### config.mk
export PLATFORM = sky130hd
export DESIGN_NAME = sfla_cell
export DESIGN_NICKNAME = d
export VERILOG_FILES = /design/src/hdl/sfla_pkg.sv /design/src/hdl/sfla_cell.sv
export SDC_FILE = /design/constraint.sdc
export NUM_CORES = 1
export LEC_CHECK = 0
export ABC_AREA = 1
export BUFFER_PORTS_ARGS = -buffer_cell sky130_fd_sc_hd__buf_2
export CORE_AREA = 4 4 95 97
export CTS_CLUSTER_SIZE = 40
export DETAILED_ROUTE_END_ITERATION = 7
export DIE_AREA = 0 0 99 101
export PLACE_DENSITY = 0.86
export SLEW_MARGIN = 20
export SYNTH_ARGS = -nofsm -noshare
export SYNTH_HDL_FRONTEND = slang
export SYNTH_SLANG_ARGS = --single-unit
### constraint.sdc
create_clock -name clk -period 10.4 [get_ports clk]
set_clock_uncertainty 0.15 [all_clocks]
set_input_delay 0.52 -clock clk [delete_from_list [all_inputs] [get_ports clk]]
set_output_delay 0.52 -clock clk [all_outputs]
set_load 0.02 [all_outputs]
### src/hdl/sfla_pkg.sv
`default_nettype none
package sfla_pkg;

    localparam int ADDR_W   = 12;
    localparam int STATUS_W = 2;

    localparam logic OP_ALLOC = 1'b0;
    localparam logic OP_FREE  = 1'b1;

    localparam logic [STATUS_W-1:0] ST_DONE      = 2'd0;
    localparam logic [STATUS_W-1:0] ST_HEAP_OUT  = 2'd1;
    localparam logic [STATUS_W-1:0] ST_LIST_FULL = 2'd2;

    typedef logic [1:0] mode_t;
    localparam mode_t MODE_FIT   = 2'd0;  // first entry with size >= key
    localparam mode_t MODE_MATCH = 2'd1;  // first entry with offset == key
    localparam mode_t MODE_INS   = 2'd2;  // insert point: empty or size >= key
    localparam mode_t MODE_ADJ   = 2'd3;  // first entry that ends at key

    typedef logic [1:0] act_t;
    localparam act_t ACT_NONE   = 2'd0;
    localparam act_t ACT_REMOVE = 2'd1;
    localparam act_t ACT_INSERT = 2'd2;

    typedef struct packed {
        mode_t mode;
        act_t  act;
    } cell_cmd_t;

endpackage
`default_nettype wire

### src/hdl/sfla_cell.sv
`default_nettype none
module sfla_cell
    import sfla_pkg::*;
#(
    parameter int AW  = 12,
    parameter int KW  = 14,
    parameter int HDR = 16
)
(
    input  wire logic          clk,
    input  wire logic          rst_n,
    input  wire cell_cmd_t     cmd,
    input  wire logic [KW-1:0] key,
    input  wire logic [AW-1:0] new_h,
    input  wire logic [AW-1:0] new_size,
    input  wire logic          wr_en,
    input  wire logic [AW-1:0] wr_addr,
    input  wire logic [AW-1:0] wr_size,
    input  wire logic          pred_valid,
    input  wire logic [AW-1:0] pred_h,
    input  wire logic [AW-1:0] pred_size,
    input  wire logic          succ_valid,
    input  wire logic [AW-1:0] succ_h,
    input  wire logic [AW-1:0] succ_size,
    input  wire logic          scan_in_found,
    input  wire logic [AW-1:0] scan_in_h,
    input  wire logic [AW-1:0] scan_in_size,
    output logic               valid,
    output logic [AW-1:0]      h,
    output logic [AW-1:0]      size,
    output logic               scan_out_found,
    output logic [AW-1:0]      scan_out_h,
    output logic [AW-1:0]      scan_out_size
);

    logic          valid_reg;
    logic [AW-1:0] h_reg;
    logic [AW-1:0] size_reg;
    logic          found_reg;
    logic [AW-1:0] fh_reg;
    logic [AW-1:0] fsize_reg;
    logic          hit;
    logic          first;
    logic          after;
    logic          ld_succ;
    logic          ld_new;
    logic          ld_pred;
    logic          upd;
    logic [KW-1:0] end_off;

    assign end_off = KW'(h_reg) + KW'(HDR) + KW'(size_reg);

    always_comb
    begin
        unique case (cmd.mode)
            MODE_FIT:   hit = valid_reg && (KW'(size_reg) >= key);
            MODE_MATCH: hit = valid_reg && (KW'(h_reg) == key);
            MODE_INS:   hit = !valid_reg || (KW'(size_reg) >= key);
            MODE_ADJ:   hit = valid_reg && (end_off == key);
            default:    hit = 1'b0;
        endcase
    end

    assign after   = scan_in_found;
    assign first   = hit && !scan_in_found;
    assign ld_succ = (cmd.act == ACT_REMOVE) && (first || after);
    assign ld_new  = (cmd.act == ACT_INSERT) && first;
    assign ld_pred = (cmd.act == ACT_INSERT) && after;
    assign upd     = wr_en && valid_reg && (h_reg == wr_addr);

    always_ff @(posedge clk or negedge rst_n)
    begin
        if (!rst_n)
        begin
            valid_reg <= 1'b0;
            found_reg <= 1'b0;
        end
        else
        begin
            if (ld_succ)
                valid_reg <= succ_valid;
            else if (ld_new)
                valid_reg <= 1'b1;
            else if (ld_pred)
                valid_reg <= pred_valid;
            found_reg <= scan_in_found || hit;
        end
    end

    always_ff @(posedge clk)
    begin
        if (ld_succ)
        begin
            h_reg    <= succ_h;
            size_reg <= succ_size;
        end
        else if (ld_new)
        begin
            h_reg    <= new_h;
            size_reg <= new_size;
        end
        else if (ld_pred)
        begin
            h_reg    <= pred_h;
            size_reg <= pred_size;
        end
        else if (upd)
            size_reg <= wr_size;
        // carry the first hit down the chain
        if (scan_in_found)
        begin
            fh_reg    <= scan_in_h;
            fsize_reg <= scan_in_size;
        end
        else
        begin
            fh_reg    <= h_reg;
            fsize_reg <= size_reg;
        end
    end

    assign valid          = valid_reg;
    assign h              = h_reg;
    assign size           = size_reg;
    assign scan_out_found = found_reg;
    assign scan_out_h     = fh_reg;
    assign scan_out_size  = fsize_reg;

endmodule
`default_nettype wire

# Word level (Yosys, flattened, before mapping)
# Cells that the tools add are included.
[word_totals] register_bits=50 inputBits=144
[classes] addsub=2 n_lt_le_gt_ge=1 n_eq_ne=8 n_mux=13 reduce_logical=17
[ops] operator="$mux 12" n=9
[ops] operator="$add 13x12->14" n=1
[ops] operator="$eq 12x14->1" n=1
[ops] operator="$eq 14x14->1" n=1
[ops] operator="$ge 12x14->1" n=1
[ops] operator="$add 12x5->13 const B" n=1
[ops] operator="$eq 12x12->1" n=1
[ops] operator="$logic_and 1x1->1" n=9
[ops] operator="$eq 2x2->1 const B" n=3
[ops] operator="$eq 2x1->1 const B" n=2
[ops] operator="$pmux 1 s4" n=1
[ops] operator="$reduce_bool 4->1" n=1
[ops] operator="$logic_or 1x1->1" n=3
[ops] operator="$mux 1" n=3
[ops] operator="$reduce_bool 3->1" n=1
[ops] operator="$logic_not 1->1" n=2
[ops] operator="$logic_not 2->1" n=1

# Depth between registers and ports, before layout
[logic_depth] ltp_word=9 ltp_mapped=26 depth_no_buf=25

# Worst setup path after synthesis
# OpenSTA, ideal clock, no wires.
[synth_path] path_kind="reg-to-reg" startpoint="reg h_reg[1] (netlist: h[1])" endpoint="reg size_reg[0] (netlist: size[0]), enable pin" arrival_ps=3169 slack_ps=6695 path_stages_with_launch=22 path_buffers=1 cell_sequence="edfxtp_1 -> ha_1 -> ha_1 -> fa_1 -> nand3_1 -> nand2_1 -> nand2_1 -> nand3_1 -> nand3_1 -> nand2_1 -> nor2_1 -> nand2_1 -> nor2_1 -> nand2_1 -> nor2_1 -> nand2_1 -> nand2_1 -> nand2_1 -> nand2_4 -> nand2_4 -> buf_2 -> o2111ai_1"
[synth_via] elab_chain_cells=9 word_cells_on_any_way=14
[synth_lines] item="start, declared" line="sfla_cell.sv:37" rtl="logic [AW-1:0] h_reg;"
[synth_lines] item="start signal, assigned" line="sfla_cell.sv:94" rtl="h_reg <= succ_h;"
[synth_lines] item="start signal, assigned" line="sfla_cell.sv:99" rtl="h_reg <= new_h;"
[synth_lines] item="start signal, assigned" line="sfla_cell.sv:104" rtl="h_reg <= pred_h;"
[synth_lines] item="$add 12x5->13" line="sfla_cell.sv:51" rtl="assign end_off = KW'(h_reg) + KW'(HDR) + KW'(size_reg);"
[synth_lines] item="$add 13x12->14" line="sfla_cell.sv:51"
[synth_lines] item="$eq 14x14->1" line="sfla_cell.sv:59" rtl="MODE_ADJ: hit = valid_reg && (end_off == key);"
[synth_lines] item="$logic_and 1x1->1" line="sfla_cell.sv:59"
[synth_lines] item="$pmux 1 s4" line="sfla_cell.sv:55" rtl="unique case (cmd.mode)"
[synth_lines] item="$logic_and 1x1->1" line="sfla_cell.sv:65" rtl="assign first = hit && !scan_in_found;"
[synth_lines] item="$logic_or 1x1->1" line="sfla_cell.sv:66" rtl="assign ld_succ = (cmd.act == ACT_REMOVE) && (first || after);"
[synth_lines] item="$logic_and 1x1->1" line="sfla_cell.sv:66"
[synth_lines] item="$reduce_bool 4->1 (no source line) *"
[synth_lines] item="end signal, assigned" line="sfla_cell.sv:95" rtl="size_reg <= succ_size;"
[synth_lines] item="end signal, assigned" line="sfla_cell.sv:100" rtl="size_reg <= new_size;"
[synth_lines] item="end signal, assigned" line="sfla_cell.sv:105" rtl="size_reg <= pred_size;"
[synth_lines] item="end, declared" line="sfla_cell.sv:38" rtl="logic [AW-1:0] size_reg;"
# Every way passes the cells marked *; elsewhere a longest branch is shown, timed or not.
# A chain may end at the register's enable or synchronous reset.

# Worst setup path in the final report
[layout_path] startpoint="reg h_reg[1] (netlist: h[1])" endpoint="reg h_reg[5] (netlist: h[5]), enable pin"
[layout_via] elab_chain_cells=9 word_cells_on_any_way=12
[layout_lines] item="$add 12x5->13" line="sfla_cell.sv:51"
[layout_lines] item="$add 13x12->14" line="sfla_cell.sv:51"
[layout_lines] item="$eq 14x14->1" line="sfla_cell.sv:59"
[layout_lines] item="$logic_and 1x1->1" line="sfla_cell.sv:59"
[layout_lines] item="$pmux 1 s4 *" line="sfla_cell.sv:55"
[layout_lines] item="$logic_and 1x1->1 *" line="sfla_cell.sv:65"
[layout_lines] item="$logic_or 1x1->1" line="sfla_cell.sv:66"
[layout_lines] item="$logic_and 1x1->1" line="sfla_cell.sv:66"
[layout_lines] item="$reduce_bool 3->1 (no source line) *"
# Marked as above.

==> results.json <==
{
  "async_flop_share_pct": 4.00,
  "drive_gt1_share_pct": 26.3,
  "antenna_found_initial": 0,
  "grt_pass1_vias": 4781,
  "status": "complete, no violations",
  "p_per_area_nw_per_um2": 117,
  "die_w_um": 99,
  "tightest_slew_ps": 855,
  "dr.pass1.iters": 5,
  "postRouteAntennaNets": 0,
  "fmax_mhz": 214,
  "syn_inst": 619,
  "antenna_cells": 0,
  "p_sw_share_pct": 39.8,
  "grt.overflow.total": 0,
  "power_frac_seq_pct": 39.8,
  "maxSlewViolCount": 0,
  "portBuffers": 193,
  "fin_crit_sh_pct": 44.9,
  "cp_max_fo": 52,
  "finalHoldViolCount": 0,
  "clk_pin_slew_worst_paths_ps": 110,
  "cp-end-kind": "flip-flop",
  "p_switching_w": 0.000243,
  "syn-num-nets": 799,
  "synthFlopType": "edfxtp_1",
  "nets": 980,
  "dp_hpwl_um": 12000,
  "arrival_ps": 4470,
  "vias": 4921,
  "critPathKind": "reg2reg",
  "startpoint_type": "flip-flop",
  "rsz0062_at_grt": "no",
  "io_pins": 194,
  "synth_most_common_cell": "nand2_1",
  "ys_ff_latch": 50,
  "syn_area_sq_um": 4110,
  "grtUsageTotal_pct": 27.5,
  "grt_pass1_wl_um": 21800,
  "insertion_delay_ps": 320,
  "peakVddDrop_uv": 62.0,
  "p_total_w": 0.000611,
  "finalSetupTns_ps": 0,
  "cts_buffer_depth": 2,
  "vias_per_cell": 5.43,
  "die_area_sq_um": 10000,
  "root_buffer": "clkbuf_8",
  "yosysTopAreaCell": "nand2_1",
  "cts_inserted_buffers": 5,
  "stdcell_count": 906,
  "h-tree-depth": 2,
  "finalCriticalPeriod_ps": 4670,
  "synth-edff-count": 24,
  "synth_common_cells": "nand2_1, nand3_1, inv_1, ha_1",
  "start_util_pct": 50.6,
  "hold_path.class": "in2reg",
  "drc_errors": 0,
  "rows": 33,
  "cap_violations": 0,
  "drt_iter0_drc": 304,
  "die_h_um": 101,
  "core_sq_um": 8130,
  "ys_top_cells_by_area": "nand2_1, edfxtp_1, nand3_1, dfxtp_1, ha_1",
  "area_growth_pct": 27.4,
  "synth_top_cell_area_share_pct": 20.6,
  "avgSynthCellArea_sq_um": 6.64,
  "required_ps": 10210,
  "p_leak_nw": 2.98,
  "clkSinkCount": 50,
  "cts_tree": "done",
  "p_comb_share_pct": 39.5,
  "slew_headroom_pct": 42.9,
  "gp_congestion": 0.959,
  "yosysSeqAreaShare_pct": 30.4,
  "drt_wl_total_um": 14200,
  "setup_viol_count_final": 0,
  "cts_resized": 0,
  "placed_cells": 897,
  "synth_cell_types": 33,
  "wl_per_cell_um": 15.7,
  "yosys_warnings": 0,
  "grt_max_degree": 53,
  "pwr-share-clk_pct": 20.7,
  "p_int_w": 0.000368
}
[area by class of cell]
type,count,area (sq um)
fillers,737,2890
multi-input cells,476,2500
flip-flops and latches,50,1250
repair buffers,195,983
inverters,72,272
well taps,105,131
clock buffers,5,68.8
clock inverters,3,28.8
[cell usage in the layout, fill, tap and decap left out, drive strengths merged, types with 2 or more instances in the layout]
master   count
clkinv       4
nand3      103
clkbuf       5
nand3b       2
inv         71
o2111ai      2
o21ai       14
buf        194
dfxtp       24
nor4         3
dfrtp        2
or2         12
edfxtp      24
a21oi       13
nor3         3
nor2        22
ha          35
xor2        13
nand4        8
nand2      229
o211ai      12
[critical path, stage by stage (launching register included)]
cell and delay [ps]:
edfxtp_1 470, ha_1 330, ha_1 250, fa_1 460, nand2_1 170, nand3_1 130
nand2_1 120, nand2_1 80, nand2_1 80, nand3_1 70, nand3_1 80, nand3_1 90
nor2_1 160, nand2_1 100, nand2_1 110, nand3_2 660, nand3_1 790
[power groups by stage]
| stage | Clock (W) | Sequential [W] | Combinational [W] |
|---|---|---|---|
| after floorplan | 0 | 0.000263 | 0.000135 |
| after global placement | 0 | 0.000246 | 0.000231 |
| after detailed placement | 0 | 0.000247 | 0.000238 |
| after CTS | 0.000126 | 0.000242 | 0.000240 |
| after global routing | 0.000135 | 0.000245 | 0.000270 |
| final | 0.000127 | 0.000243 | 0.000241 |
[path summary, 6_finish.rpt]
path                              startpoint                        to  slack (ps)  depth (start not counted)
setup / recovery              h[1]$_DFFE_PP_            h[5]$_DFFE_PP_        5730                         16
min in group asynchronous              rst_n  scan_out_found$_DFF_PN0_         350                          2
hold / removal               scan_in_size[6]  scan_out_size[6]$_DFF_P_         230                          3
max in group asynchronous              rst_n         valid$_DFFE_PN0P_        9650                          2
setup reg to reg              h[1]$_DFFE_PP_            h[5]$_DFFE_PP_        5730                         16
hold reg to reg            size[9]$_DFFE_PP_  scan_out_size[9]$_DFF_P_         430                          2
[metal layers]
metal | track usage, % | share of wire [%]
met1 | 29.3 | 36
met2 | 49.8 | 50
met3 | 7.54 | 9.6
met4 | 13.4 | 5.2
met5 | 0 | 0
[stage by stage]
| stage | setup WS, ps | utilization [%] | cell area [sq um] | hold slack, ps |
|---|---|---|---|---|
| 2_1_floorplan | 6690 | - | 4110 | 74.4 |
| 3_3_place_gp | 5950 | 63.0 | 5130 | 156 |
| 3_5_place_dp | 5740 | 63.0 | 5130 | 158 |
| 4_1_cts | 5730 | 64.3 | 5230 | 235 |
| 5_1_grt | 5410 | 64.4 | 5240 | 233 |
| 6_report | 5730 | 64.4 | 5240 | 234 |
[timing repair]
| action | 4_1_cts | 5_1_grt |
|---|---|---|
| hold endpoints to repair | 2 | 0 |
| buffers inserted | 0 | 0 |
| hold buffers | 1 | 0 |
[cells by family after synthesis]
group	Yosys count	synth area share (%)
simple gates	382	40.3
buf+inv	93	8.82
flops	50	30.4
compound gates	45	6.57
fa+ha+maj	36	11.1
xor+xnor	13	2.77
(Power assumes the default switching activity.)
